### src/rtl/ntfs_run_list_decoder_defines.svh
// Assertion macros shared by the run list decoder RTL.
// Used by the parser and the datapath; no other dependencies.
`ifndef NTFS_RUN_LIST_DECODER_DEFINES_SVH
`define NTFS_RUN_LIST_DECODER_DEFINES_SVH
`ifndef SYNTH
`define RLD_ASSERT(label, clk, rst, prop, msg) \
  label: assert property (@(posedge clk) disable iff (rst) prop) else $error(msg);
`define RLD_ASSERT_NEXT(label, clk, rst, ante, cons, msg) \
  `RLD_ASSERT(label, clk, rst, (ante) |=> (cons), msg)
`else
`define RLD_ASSERT(label, clk, rst, prop, msg)
`define RLD_ASSERT_NEXT(label, clk, rst, ante, cons, msg)
`endif
`endif

### src/rtl/ntfs_rld_pkg.sv
// Types and constants of the NTFS run list decoder.
// No dependencies; used by every module of the block.
`timescale 1ns / 1ps
`default_nettype none

package ntfs_rld_pkg;

  localparam int WORD_W = 64;
  localparam int SPC_W  = 13;
  localparam int PROD_W = 8 + SPC_W;

  localparam logic [SPC_W-1:0] SPC_RESET = 13'd8;

  typedef enum logic [2:0] {
    STATUS_RUN        = 3'd0,
    STATUS_ZERO_END   = 3'd1,
    STATUS_TRUNCATED  = 3'd2,
    STATUS_STREAM_END = 3'd3,
    STATUS_MALFORMED  = 3'd4
  } status_t;

  typedef enum logic {
    REG_VOLUME_START        = 1'b0,
    REG_SECTORS_PER_CLUSTER = 1'b1
  } reg_index_t;

  typedef struct packed {
    logic [7:0] list_byte;
    logic       stream_end;
  } in_item_t;

  typedef struct packed {
    status_t           status;
    logic [WORD_W-1:0] start_sector;
    logic [WORD_W-1:0] sector_count;
    logic              list_done;
  } out_item_t;

  // One parsed byte on its way from the parser into the arithmetic pipeline.
  typedef struct packed {
    logic       direct;       // result fully known: status below, zero fields
    status_t    status;
    logic       last_of_run;  // final byte of a run
    logic       is_len;       // byte belongs to the cluster count field
    logic [2:0] byte_shift;   // byte index within its field
    logic       run_first;    // first byte of a run: clear the accumulators
    logic       sparse;
    logic       new_list;     // run is the first completed run of its list
    logic       stream_end;
    logic       corr_en;      // negative delta narrower than 64 bits
    logic [2:0] corr_bytes;   // width of the delta field in bytes
    logic [7:0] list_byte;
  } beat_t;

endpackage

`default_nettype wire

### src/rtl/ntfs_run_list_decoder.sv
// NTFS run list decoder, top level: configuration registers, parser, datapath.
// Depends on ntfs_rld_pkg, ntfs_rld_parser and ntfs_rld_datapath.
//
// Usage:
//   Input channel (in_valid, in_stall, in_data): one run list byte per beat,
//   with stream_end marking the last byte of a list. Output channel
//   (out_valid, out_stall, out_data): zero or one result per input beat,
//   in input order. A beat is taken at a clock edge where valid is high
//   and stall is low.
//   Throughput is one byte per cycle while in_stall is low. A result passes
//   through the parser register, which loads at the edge that accepts the
//   byte completing it, then through the byte product, field accumulation,
//   running start sector and result registers.
//   When the receiver stalls, the pipeline keeps taking bytes until its
//   stages are full, including beats that produce no result; then in_stall
//   rises.
//   Configuration (cfg_write, cfg_index, cfg_data) is for the user to write
//   only while no list byte is in flight; the block does not enforce it.
//   Index 0 is the volume start sector, index 1 the sectors per cluster
//   (low 13 bits of cfg_data). Reset (rst, synchronous) empties the
//   pipeline, waits for a header, clears the running cluster number, and
//   sets the volume start to zero and sectors per cluster to eight.
`timescale 1ns / 1ps
`default_nettype none

module ntfs_run_list_decoder #(
  parameter int MAX_FIELD_BYTES = 8
) (
  input  logic                                clk,
  input  logic                                rst,
  input  logic                                in_valid,
  output logic                                in_stall,
  input  ntfs_rld_pkg::in_item_t              in_data,
  output logic                                out_valid,
  input  logic                                out_stall,
  output ntfs_rld_pkg::out_item_t             out_data,
  input  logic                                cfg_write,
  input  ntfs_rld_pkg::reg_index_t            cfg_index,
  input  logic [ntfs_rld_pkg::WORD_W-1:0]     cfg_data
);

  logic [ntfs_rld_pkg::WORD_W-1:0] volume_start_sector;
  logic [ntfs_rld_pkg::SPC_W-1:0]  sectors_per_cluster;
  logic                            beat_valid;
  logic                            beat_ready;
  ntfs_rld_pkg::beat_t             beat;

  always_ff @(posedge clk) begin
    if (rst) begin
      volume_start_sector <= '0;
      sectors_per_cluster <= ntfs_rld_pkg::SPC_RESET;
    end else if (cfg_write) begin
      unique case (cfg_index)
        ntfs_rld_pkg::REG_VOLUME_START: begin
          volume_start_sector <= cfg_data;
        end
        ntfs_rld_pkg::REG_SECTORS_PER_CLUSTER: begin
          sectors_per_cluster <= cfg_data[ntfs_rld_pkg::SPC_W-1:0];
        end
        default: begin
        end
      endcase
    end
  end

  ntfs_rld_parser #(
    .MAX_FIELD_BYTES (MAX_FIELD_BYTES)
  ) u_parser (
    .clk        (clk),
    .rst        (rst),
    .in_valid   (in_valid),
    .in_stall   (in_stall),
    .in_data    (in_data),
    .beat_valid (beat_valid),
    .beat_ready (beat_ready),
    .beat       (beat)
  );

  ntfs_rld_datapath u_datapath (
    .clk                 (clk),
    .rst                 (rst),
    .beat_valid          (beat_valid),
    .beat_ready          (beat_ready),
    .beat                (beat),
    .volume_start_sector (volume_start_sector),
    .sectors_per_cluster (sectors_per_cluster),
    .out_valid           (out_valid),
    .out_stall           (out_stall),
    .out_data            (out_data)
  );

endmodule

`default_nettype wire

### src/rtl/ntfs_rld_parser.sv
// Header and field parser of the decoder: one byte per cycle unless stalled.
// Depends on ntfs_rld_pkg and ntfs_run_list_decoder_defines.svh.
`timescale 1ns / 1ps
`default_nettype none
`include "ntfs_run_list_decoder_defines.svh"

module ntfs_rld_parser #(
  parameter int MAX_FIELD_BYTES = 8
) (
  input  logic                   clk,
  input  logic                   rst,
  input  logic                   in_valid,
  output logic                   in_stall,
  input  ntfs_rld_pkg::in_item_t in_data,
  output logic                   beat_valid,
  input  logic                   beat_ready,
  output ntfs_rld_pkg::beat_t    beat
);

  localparam int PosW = $clog2(2 * MAX_FIELD_BYTES);
  localparam int SzW  = $clog2(MAX_FIELD_BYTES + 1);

  typedef enum logic [2:0] {
    PH_HEADER = 3'b001,
    PH_GATHER = 3'b010,
    PH_SKIP   = 3'b100
  } phase_t;

  phase_t              phase, phase_next;
  logic [SzW-1:0]      length_bytes, length_bytes_next;
  logic [SzW-1:0]      offset_bytes, offset_bytes_next;
  logic [PosW-1:0]     byte_position, byte_position_next;
  logic                fresh, fresh_next;

  logic                load;
  logic                in_acc;
  logic                emit;
  logic [3:0]          hdr_len;
  logic [3:0]          hdr_off;
  logic [PosW:0]       total;
  logic [PosW:0]       pos_inc;
  logic [PosW-1:0]     off_pos;
  logic                is_len;
  logic                run_done;
  ntfs_rld_pkg::beat_t beat_next;

  assign in_stall = beat_valid && !beat_ready;
  assign load     = !in_stall;
  assign in_acc   = in_valid && load;

  assign hdr_len  = in_data.list_byte[3:0];
  assign hdr_off  = in_data.list_byte[7:4];
  assign total    = (PosW + 1)'(length_bytes) + (PosW + 1)'(offset_bytes);
  assign pos_inc  = {1'b0, byte_position} + (PosW + 1)'(1);
  assign off_pos  = byte_position - PosW'(length_bytes);
  assign is_len   = byte_position < PosW'(length_bytes);
  assign run_done = pos_inc >= total;

  always_comb begin
    phase_next         = phase;
    length_bytes_next  = length_bytes;
    offset_bytes_next  = offset_bytes;
    byte_position_next = byte_position;
    fresh_next         = fresh;
    emit               = 1'b0;

    beat_next.direct      = 1'b0;
    beat_next.status      = ntfs_rld_pkg::STATUS_RUN;
    beat_next.last_of_run = run_done;
    beat_next.is_len      = is_len;
    beat_next.byte_shift  = is_len ? 3'(byte_position) : 3'(off_pos);
    beat_next.run_first   = (byte_position == '0);
    beat_next.sparse      = (offset_bytes == '0);
    beat_next.new_list    = fresh;
    beat_next.stream_end  = in_data.stream_end;
    // Only the top byte of a delta narrower than 64 bits needs sign extension.
    beat_next.corr_en     = run_done && (offset_bytes != '0) && (4'(offset_bytes) < 4'd8)
                            && in_data.list_byte[7];
    beat_next.corr_bytes  = 3'(offset_bytes);
    beat_next.list_byte   = in_data.list_byte;

    if (in_acc) begin
      unique case (phase)
        PH_HEADER: begin
          if (in_data.list_byte == 8'h00) begin
            emit             = 1'b1;
            beat_next.direct = 1'b1;
            beat_next.status = ntfs_rld_pkg::STATUS_ZERO_END;
            fresh_next       = 1'b1;
            phase_next       = in_data.stream_end ? PH_HEADER : PH_SKIP;
          end else if (hdr_len > 4'(MAX_FIELD_BYTES) || hdr_off > 4'(MAX_FIELD_BYTES)) begin
            emit             = 1'b1;
            beat_next.direct = 1'b1;
            beat_next.status = ntfs_rld_pkg::STATUS_MALFORMED;
            fresh_next       = 1'b1;
            phase_next       = in_data.stream_end ? PH_HEADER : PH_SKIP;
          end else if (in_data.stream_end) begin
            emit             = 1'b1;
            beat_next.direct = 1'b1;
            beat_next.status = ntfs_rld_pkg::STATUS_TRUNCATED;
            fresh_next       = 1'b1;
          end else begin
            length_bytes_next  = SzW'(hdr_len);
            offset_bytes_next  = SzW'(hdr_off);
            byte_position_next = '0;
            phase_next         = PH_GATHER;
          end
        end
        PH_GATHER: begin
          emit = 1'b1;
          if (!run_done) begin
            byte_position_next = PosW'(pos_inc);
            if (in_data.stream_end) begin
              beat_next.direct   = 1'b1;
              beat_next.status   = ntfs_rld_pkg::STATUS_TRUNCATED;
              byte_position_next = '0;
              fresh_next         = 1'b1;
              phase_next         = PH_HEADER;
            end
          end else begin
            byte_position_next = '0;
            fresh_next         = in_data.stream_end;
            phase_next         = PH_HEADER;
          end
        end
        PH_SKIP: begin
          if (in_data.stream_end) begin
            fresh_next = 1'b1;
            phase_next = PH_HEADER;
          end
        end
        default: begin
          phase_next = PH_HEADER;
        end
      endcase
    end
  end

  always_ff @(posedge clk) begin
    if (rst) begin
      phase         <= PH_HEADER;
      length_bytes  <= '0;
      offset_bytes  <= '0;
      byte_position <= '0;
      fresh         <= 1'b1;
      beat_valid    <= 1'b0;
    end else begin
      phase         <= phase_next;
      length_bytes  <= length_bytes_next;
      offset_bytes  <= offset_bytes_next;
      byte_position <= byte_position_next;
      fresh         <= fresh_next;
      if (load) begin
        beat_valid <= in_acc && emit;
      end
    end
  end

  always_ff @(posedge clk) begin
    if (in_acc && emit) begin
      beat <= beat_next;
    end
  end

  `RLD_ASSERT(a_pos_in_run, clk, rst, (phase == PH_GATHER) |-> (pos_inc <= total), "byte position past end of run")
  `RLD_ASSERT_NEXT(a_end_in_run, clk, rst, in_acc && phase == PH_GATHER && in_data.stream_end, phase == PH_HEADER && fresh && beat_valid, "stream end inside a run did not close the list")
  `RLD_ASSERT_NEXT(a_zero_skip, clk, rst, in_acc && phase == PH_HEADER && in_data.list_byte == 8'h00 && !in_data.stream_end, phase == PH_SKIP && beat_valid && beat.direct, "zero header did not start a skip")

endmodule

`default_nettype wire

### src/rtl/ntfs_rld_datapath.sv
// Arithmetic pipeline of the run list decoder: byte products, field
// accumulation, running start sector and the result register.
// Depends on ntfs_rld_pkg and ntfs_run_list_decoder_defines.svh.
`timescale 1ns / 1ps
`default_nettype none
`include "ntfs_run_list_decoder_defines.svh"

module ntfs_rld_datapath (
  input  logic                                    clk,
  input  logic                                    rst,
  input  logic                                    beat_valid,
  output logic                                    beat_ready,
  input  ntfs_rld_pkg::beat_t                     beat,
  input  logic [ntfs_rld_pkg::WORD_W-1:0]         volume_start_sector,
  input  logic [ntfs_rld_pkg::SPC_W-1:0]          sectors_per_cluster,
  output logic                                    out_valid,
  input  logic                                    out_stall,
  output ntfs_rld_pkg::out_item_t                 out_data
);

  localparam int W = ntfs_rld_pkg::WORD_W;

  // Stage 2: byte times sectors per cluster, and the sign correction.
  logic                             v2;
  ntfs_rld_pkg::beat_t              s2_beat;
  logic [ntfs_rld_pkg::PROD_W-1:0]  s2_prod;
  logic [W-1:0]                     s2_corr;
  // Stage 3: count and delta accumulated in sectors.
  logic                             v3;
  ntfs_rld_pkg::beat_t              s3_beat;
  logic [W-1:0]                     s3_count;
  logic [W-1:0]                     s3_delta;
  logic [W-1:0]                     count_acc;
  logic [W-1:0]                     delta_acc;
  // Stage 4: running cluster number, kept scaled to sectors.
  logic                             v4;
  ntfs_rld_pkg::beat_t              s4_beat;
  logic [W-1:0]                     s4_count;
  logic [W-1:0]                     s4_rsum;
  logic [W-1:0]                     running_sector;

  logic                             r2, r3, r4, r5;
  logic [ntfs_rld_pkg::PROD_W-1:0]  prod_c;
  logic [W-1:0]                     corr_c;
  logic [W-1:0]                     contrib;
  logic [W-1:0]                     count_new;
  logic [W-1:0]                     delta_new;
  logic [W-1:0]                     rs_base;
  logic [W-1:0]                     rs_sum;
  logic                             is_run;
  logic                             emit4;
  ntfs_rld_pkg::out_item_t          out_next;

  assign r5         = !out_valid || !out_stall;
  assign r4         = !v4 || r5;
  assign r3         = !v3 || r4;
  assign r2         = !v2 || r3;
  assign beat_ready = r2;

  assign prod_c = ntfs_rld_pkg::PROD_W'(beat.list_byte)
                * ntfs_rld_pkg::PROD_W'(sectors_per_cluster);
  assign corr_c = beat.corr_en ? (W'(sectors_per_cluster) << {beat.corr_bytes, 3'b000})
                               : '0;

  assign contrib   = W'(s2_prod) << {s2_beat.byte_shift, 3'b000};
  assign count_new = (s2_beat.run_first ? '0 : count_acc) + (s2_beat.is_len ? contrib : '0);
  assign delta_new = (s2_beat.run_first ? '0 : delta_acc) + (s2_beat.is_len ? '0 : contrib)
                   - s2_corr;

  assign rs_base = s3_beat.new_list ? '0 : running_sector;
  assign rs_sum  = rs_base + s3_delta;

  assign is_run = !s4_beat.sparse && (s4_count != '0);
  assign emit4  = s4_beat.direct || is_run || s4_beat.stream_end;

  always_comb begin
    out_next.status       = ntfs_rld_pkg::STATUS_STREAM_END;
    out_next.start_sector = '0;
    out_next.sector_count = '0;
    out_next.list_done    = 1'b1;
    if (s4_beat.direct) begin
      out_next.status = s4_beat.status;
    end else if (is_run) begin
      out_next.status       = ntfs_rld_pkg::STATUS_RUN;
      out_next.start_sector = volume_start_sector + s4_rsum;
      out_next.sector_count = s4_count;
      out_next.list_done    = s4_beat.stream_end;
    end
  end

  always_ff @(posedge clk) begin
    if (rst) begin
      v2             <= 1'b0;
      v3             <= 1'b0;
      v4             <= 1'b0;
      out_valid      <= 1'b0;
      running_sector <= '0;
    end else begin
      if (r2) begin
        v2 <= beat_valid;
      end
      // Middle bytes of a run end in the accumulators and go no further.
      if (r3) begin
        v3 <= v2 && (s2_beat.direct || s2_beat.last_of_run);
      end
      if (r4) begin
        v4 <= v3;
      end
      if (r4 && v3 && !s3_beat.direct) begin
        running_sector <= rs_sum;
      end
      if (r5) begin
        out_valid <= v4 && emit4;
      end
    end
  end

  always_ff @(posedge clk) begin
    if (r2 && beat_valid) begin
      s2_beat <= beat;
      s2_prod <= prod_c;
      s2_corr <= corr_c;
    end
    if (r3 && v2) begin
      s3_beat  <= s2_beat;
      s3_count <= count_new;
      s3_delta <= delta_new;
      if (!s2_beat.direct) begin
        count_acc <= count_new;
        delta_acc <= delta_new;
      end
    end
    if (r4 && v3) begin
      s4_beat  <= s3_beat;
      s4_count <= s3_count;
      s4_rsum  <= rs_sum;
    end
    if (r5 && v4) begin
      out_data <= out_next;
    end
  end

  `RLD_ASSERT(a_end_done, clk, rst, out_valid && out_data.status != ntfs_rld_pkg::STATUS_RUN |-> out_data.list_done, "non-run result without list end")
  `RLD_ASSERT(a_run_count, clk, rst, out_valid && out_data.status == ntfs_rld_pkg::STATUS_RUN |-> out_data.sector_count != '0, "run result with zero sectors")
  `RLD_ASSERT_NEXT(a_direct_out, clk, rst, v4 && r5 && s4_beat.direct, out_valid && out_data.list_done && out_data.sector_count == '0, "list end beat lost")

endmodule

`default_nettype wire

### config.mk
export PLATFORM = sky130hd
export DESIGN_NAME = ntfs_run_list_decoder
export DESIGN_NICKNAME = d
export VERILOG_FILES = /design/src/rtl/ntfs_rld_pkg.sv /design/src/rtl/ntfs_run_list_decoder.sv /design/src/rtl/ntfs_rld_parser.sv /design/src/rtl/ntfs_rld_datapath.sv
export VERILOG_INCLUDE_DIRS = /design/src /design/src/rtl
export SDC_FILE = /design/constraint.sdc
export NUM_CORES = 2
export LEC_CHECK = 0
export BUFFER_PORTS_ARGS = -buffer_cell sky130_fd_sc_hd__buf_2
export CORE_MARGIN = 2
export CORE_UTILIZATION = 38
export DETAILED_ROUTE_END_ITERATION = 12
export GPL_TIMING_DRIVEN = 0
export PLACE_DENSITY_LB_ADDON = 0.12
export SLEW_MARGIN = 20
export SYNTH_ARGS = -nofsm -noshare
export SYNTH_HDL_FRONTEND = slang
export SYNTH_SLANG_ARGS = --single-unit
### constraint.sdc
create_clock -name clk -period 17 [get_ports clk]
set_input_delay 2.55 -clock clk [delete_from_list [all_inputs] [get_ports clk]]
set_output_delay 2.55 -clock clk [all_outputs]
set_load 0.01 [all_outputs]
==> flow_metrics.env <==
export IMPL_ys_ff_latch=814
export IMPL_viasPerCell=5.25
export IMPL_timing_rr_start="u_datapath.s2_beat[17]$_DFFE_PP_"
export IMPL_post_cts_resized=0
export IMPL_status="finished clean"
export IMPL_p_sw_frac=0.262
export IMPL_synth_most_common_cell="edfxtp_1"
export IMPL_worstMarginPinSlew_ps=1110
export IMPL_period_minus_slack_ps=6620
export IMPL_relSlewSlack=0.263
export IMPL_clockBufferDepth=3
export IMPL_cap_violations=0
export IMPL_root_buffer="clkbuf_16"
export IMPL_final_cells=7089
export IMPL_comb_power_share=0.119
export IMPL_synth_top_cell_by_area="edfxtp_1"
export IMPL_critical_path_most_common_cell="o21ai_1"
export IMPL_yosys_most_used_dff="edfxtp_1"
export IMPL_final_setup_worst_slack_ps=10380
export IMPL_cellPowerDensity_mw_per_mm2=85.2
export IMPL_seq_area_frac_synth=0.457
export IMPL_vias=37200
export IMPL_critical_path_class="register to register"
export IMPL_hpwl_um=120000
export IMPL_synth_cell_type_count=95
export IMPL_grt_pass1_vias=35700
export IMPL_hold_class="register to register"
export IMPL_grtUsageTotal=0.220
export IMPL_grt_pass1_wl_um=225000
export IMPL_synth_common_cells="edfxtp_1, nand2_1, a21oi_1"
export IMPL_power_frac_seq=0.467
export IMPL_min_delay_start="u_datapath.s3_count[44]$_DFFE_PP_"
export IMPL_cp_end_kind="register"
export IMPL_synth_nets=5458
export IMPL_drc=0
export IMPL_detail_route_antenna_nets=0
export IMPL_netlist_area_leader_share=0.392
export IMPL_slowest_stage="a2111oi_0"
export IMPL_clock_skew_ps=48.6
export IMPL_clk_latency_ps=710
export IMPL_nNetsFinal=5789
export IMPL_rsz0062_at_grt="false"
export IMPL_place_ws_ps=10130
export IMPL_num_rows=132
export IMPL_start_util=0.384
export IMPL_ys_warnings_count=0
export IMPL_multi_input_area_mm2=0.0251
export IMPL_cts_setup_buffers=0
export IMPL_grt_overflow=0
export IMPL_grt_max_degree=55
export IMPL_first_pass_iters=5
export IMPL_synth_area_mm2=0.0499
export IMPL_die_w_um=366
export IMPL_p_sw_uw=1270
export IMPL_cts_tree="built"
export IMPL_synthToLayoutAreaGrowth_pct=14.0
export IMPL_drt_wl_total_um=151000
export IMPL_wl_per_cell_um=21.3
export IMPL_place_inst=6917
export IMPL_syn_inst=4937
export IMPL_fillers=12700
export IMPL_die_area_mm2=0.134
export IMPL_critPathMaxStageDelay_ps=760
export IMPL_crit_arrival_ps=6960
export IMPL_period_share=0.389
export IMPL_synthArstFlopShare=0
export IMPL_p_leak_uw=0.0233
export IMPL_final_setup_viol_count=0
export IMPL_seqCellArea_mm2=0.0228
export IMPL_path_cells="clkbuf_1 -> buf_1 -> nor4_2 -> nand2_1 -> fa_1 -> inv_1 -> ha_1 -> a211oi_1 -> o21ai_1 -> o21ai_1 -> a211oi_1 -> nor4b_2 -> o21ai_1 -> o211ai_1 -> a21oi_1 -> o2111a_1 -> a2111oi_0"
export IMPL_cp_start_kind="register"
export IMPL_clk_pin_slew_ps=60
export IMPL_clockPowerShare=0.414
export IMPL_io_buffers=211
export IMPL_cts_sinks=814
export IMPL_synth_area_top_cells="edfxtp_1, ha_1, dfxtp_1"
export IMPL_gp_congestion=0.947
export IMPL_p_int_uw=3580
export IMPL_postCtsHoldBufs=0
export IMPL_cts_buffers=91
export IMPL_coreArea_mm2=0.130
export IMPL_ios=213
export IMPL_tns_ps=0
export IMPL_timing_hold_violations_final=0
export IMPL_drive_gt1_frac=0.0913
export IMPL_antenna_found_initial=5
export IMPL_drt_iter0_markers=2859
export IMPL_crit_path_start="u_datapath.s2_beat[17]$_DFFE_PP_"
export IMPL_path_max_fanout=10
export IMPL_die_y_um=366
export IMPL_worstPathRequired_ps=17350
export IMPL_drv_slew=0
export IMPL_synth_edf_count=652
export IMPL_cts_max_level=3
export IMPL_ir_drop_mv=0.0615
export IMPL_syn_area_per_cell_um2=10.1
export IMPL_fmax_mhz=151
-- cells by family (layout without fill, tap and decap cells) --
family / Yosys count / count (layout) / share of synthesized area
other: 0 / 2 / 0
buffers and inverters: 529 / 937 / 0.0403
adders and majority gates: 442 / 442 / 0.131
AOI/OAI and AO/OA: 1158 / 1158 / 0.151
and+or+nand+nor: 1709 / 1709 / 0.169
DFF: 814 / 814 / 0.457
muxes: 35 / 35 / 0.00737
xor gates and xnor gates: 250 / 250 / 0.0439
-- power groups by stage --
stage	clock network, uW	logic, uW	registers, uW
2_1_floorplan	0	383	2290
3_3_place_gp	0	562	2320
3_5_place_dp	0	574	2300
4_1_cts	2070	579	2260
5_1_grt	2140	644	2270
6_report	2010	578	2260
-- worst max-delay path, delay by kind of cell, from the launching register on --
family,cells,cell delay (ps)
AND/OR/NAND/NOR,3,1320
AO/OA/AOI/OAI,9,2910
flip-flops,1,460
buffers and inverters,3,720
adder cells (fa/ha/maj),2,840
-- through the flow --
step           utilization  area [um^2]  hold WS [ps]  power (uW)
2_1_floorplan            -        49900           400        2670
3_3_place_gp         0.409        53100           401        2880
3_5_place_dp         0.414        53800           405        2880
4_1_cts              0.438        56900           411        4900
5_1_grt              0.438        56900           417        5050
6_report             0.438        56900           411        4850
-- registers in the layout (all words and copies together) (netlist names), 3 cells and up --
signal	cells
u_datapath.running_sector	64
u_datapath.delta_acc	64
u_datapath.s2_corr	64
sectors_per_cluster	13
u_datapath.s3_beat	7
u_parser.length_bytes	4
u_datapath.s2_beat	13
u_parser.phase	3
u_datapath.s3_delta	64
volume_start_sector	64
u_datapath.out_data	132
u_datapath.s2_prod	21
u_datapath.s4_count	64
u_datapath.s4_rsum	64
u_parser.beat	25
u_parser.offset_bytes	4
u_datapath.s3_count	64
u_parser.byte_position	4
u_datapath.s4_beat	6
u_datapath.count_acc	64
-- path summary, 6_finish.rpt --
path,end,slack [ps],depth (start not counted)
worst max register to register,u_datapath.s3_delta[57]$_DFFE_PP_,10380,17
worst min register to register,u_datapath.s4_count[44]$_DFFE_PP_,410,0
worst max-delay path,u_datapath.s3_delta[57]$_DFFE_PP_,10380,17
worst min-delay path,u_datapath.s4_count[44]$_DFFE_PP_,410,0
-- layout make-up --
type | count | share of cell area
clock inverters | 50 | 0.00875
inverters | 308 | 0.0203
well taps | 1742 | 0.0383
diodes | 2 | 0.0000879
repair buffers | 238 | 0.0297
flip-flops and latches | 814 | 0.401
plain buffers | 221 | 0.0151
multi-input cells | 3594 | 0.442
clock buffers | 120 | 0.0448
-- metal layers --
metal,track usage,vias up,part of all wire
met5,0,-,0
met4,0.0641,0,0.026
met3,0.0299,172,0.051
met2,0.324,923,0.42
met1,0.335,17900,0.50
li1,-,18200,-
-- placed cells by master, fill, tap and decap left out, types with 13 or more instances in the layout --
master / Yosys / layout
a211oi_1: 27 / 27
a21boi_0: 17 / 16
a21o_1: 189 / 189
a21oi_1: 440 / 439
a22o_1: 16 / 16
a22oi_1: 32 / 32
a31o_2: 13 / 13
a31oi_1: 34 / 33
and2_1: 193 / 192
and3_1: 36 / 36
and4_1: 14 / 14
buf_16: 0 / 15
buf_2: 11 / 222
clkbuf_1: 199 / 211
clkbuf_16: 0 / 94
clkinv_2: 0 / 15
dfxtp_1: 162 / 162
edfxtp_1: 652 / 652
fa_1: 134 / 134
ha_1: 308 / 308
inv_1: 308 / 308
mux2_2: 14 / 14
mux2i_1: 21 / 21
nand2_1: 520 / 520
nand2b_1: 118 / 118
nand3_1: 71 / 71
nand4_1: 71 / 71
nor2_1: 348 / 347
nor2b_1: 173 / 171
nor3_1: 74 / 74
nor4_1: 32 / 31
o211ai_1: 22 / 22
o21a_1: 35 / 35
o21ai_0: 144 / 144
o21bai_1: 52 / 52
o31ai_1: 23 / 23
or2_2: 15 / 15
or3_1: 16 / 16
xnor2_1: 159 / 159
xor2_1: 91 / 91
Power figures use the tool's default switching activity.
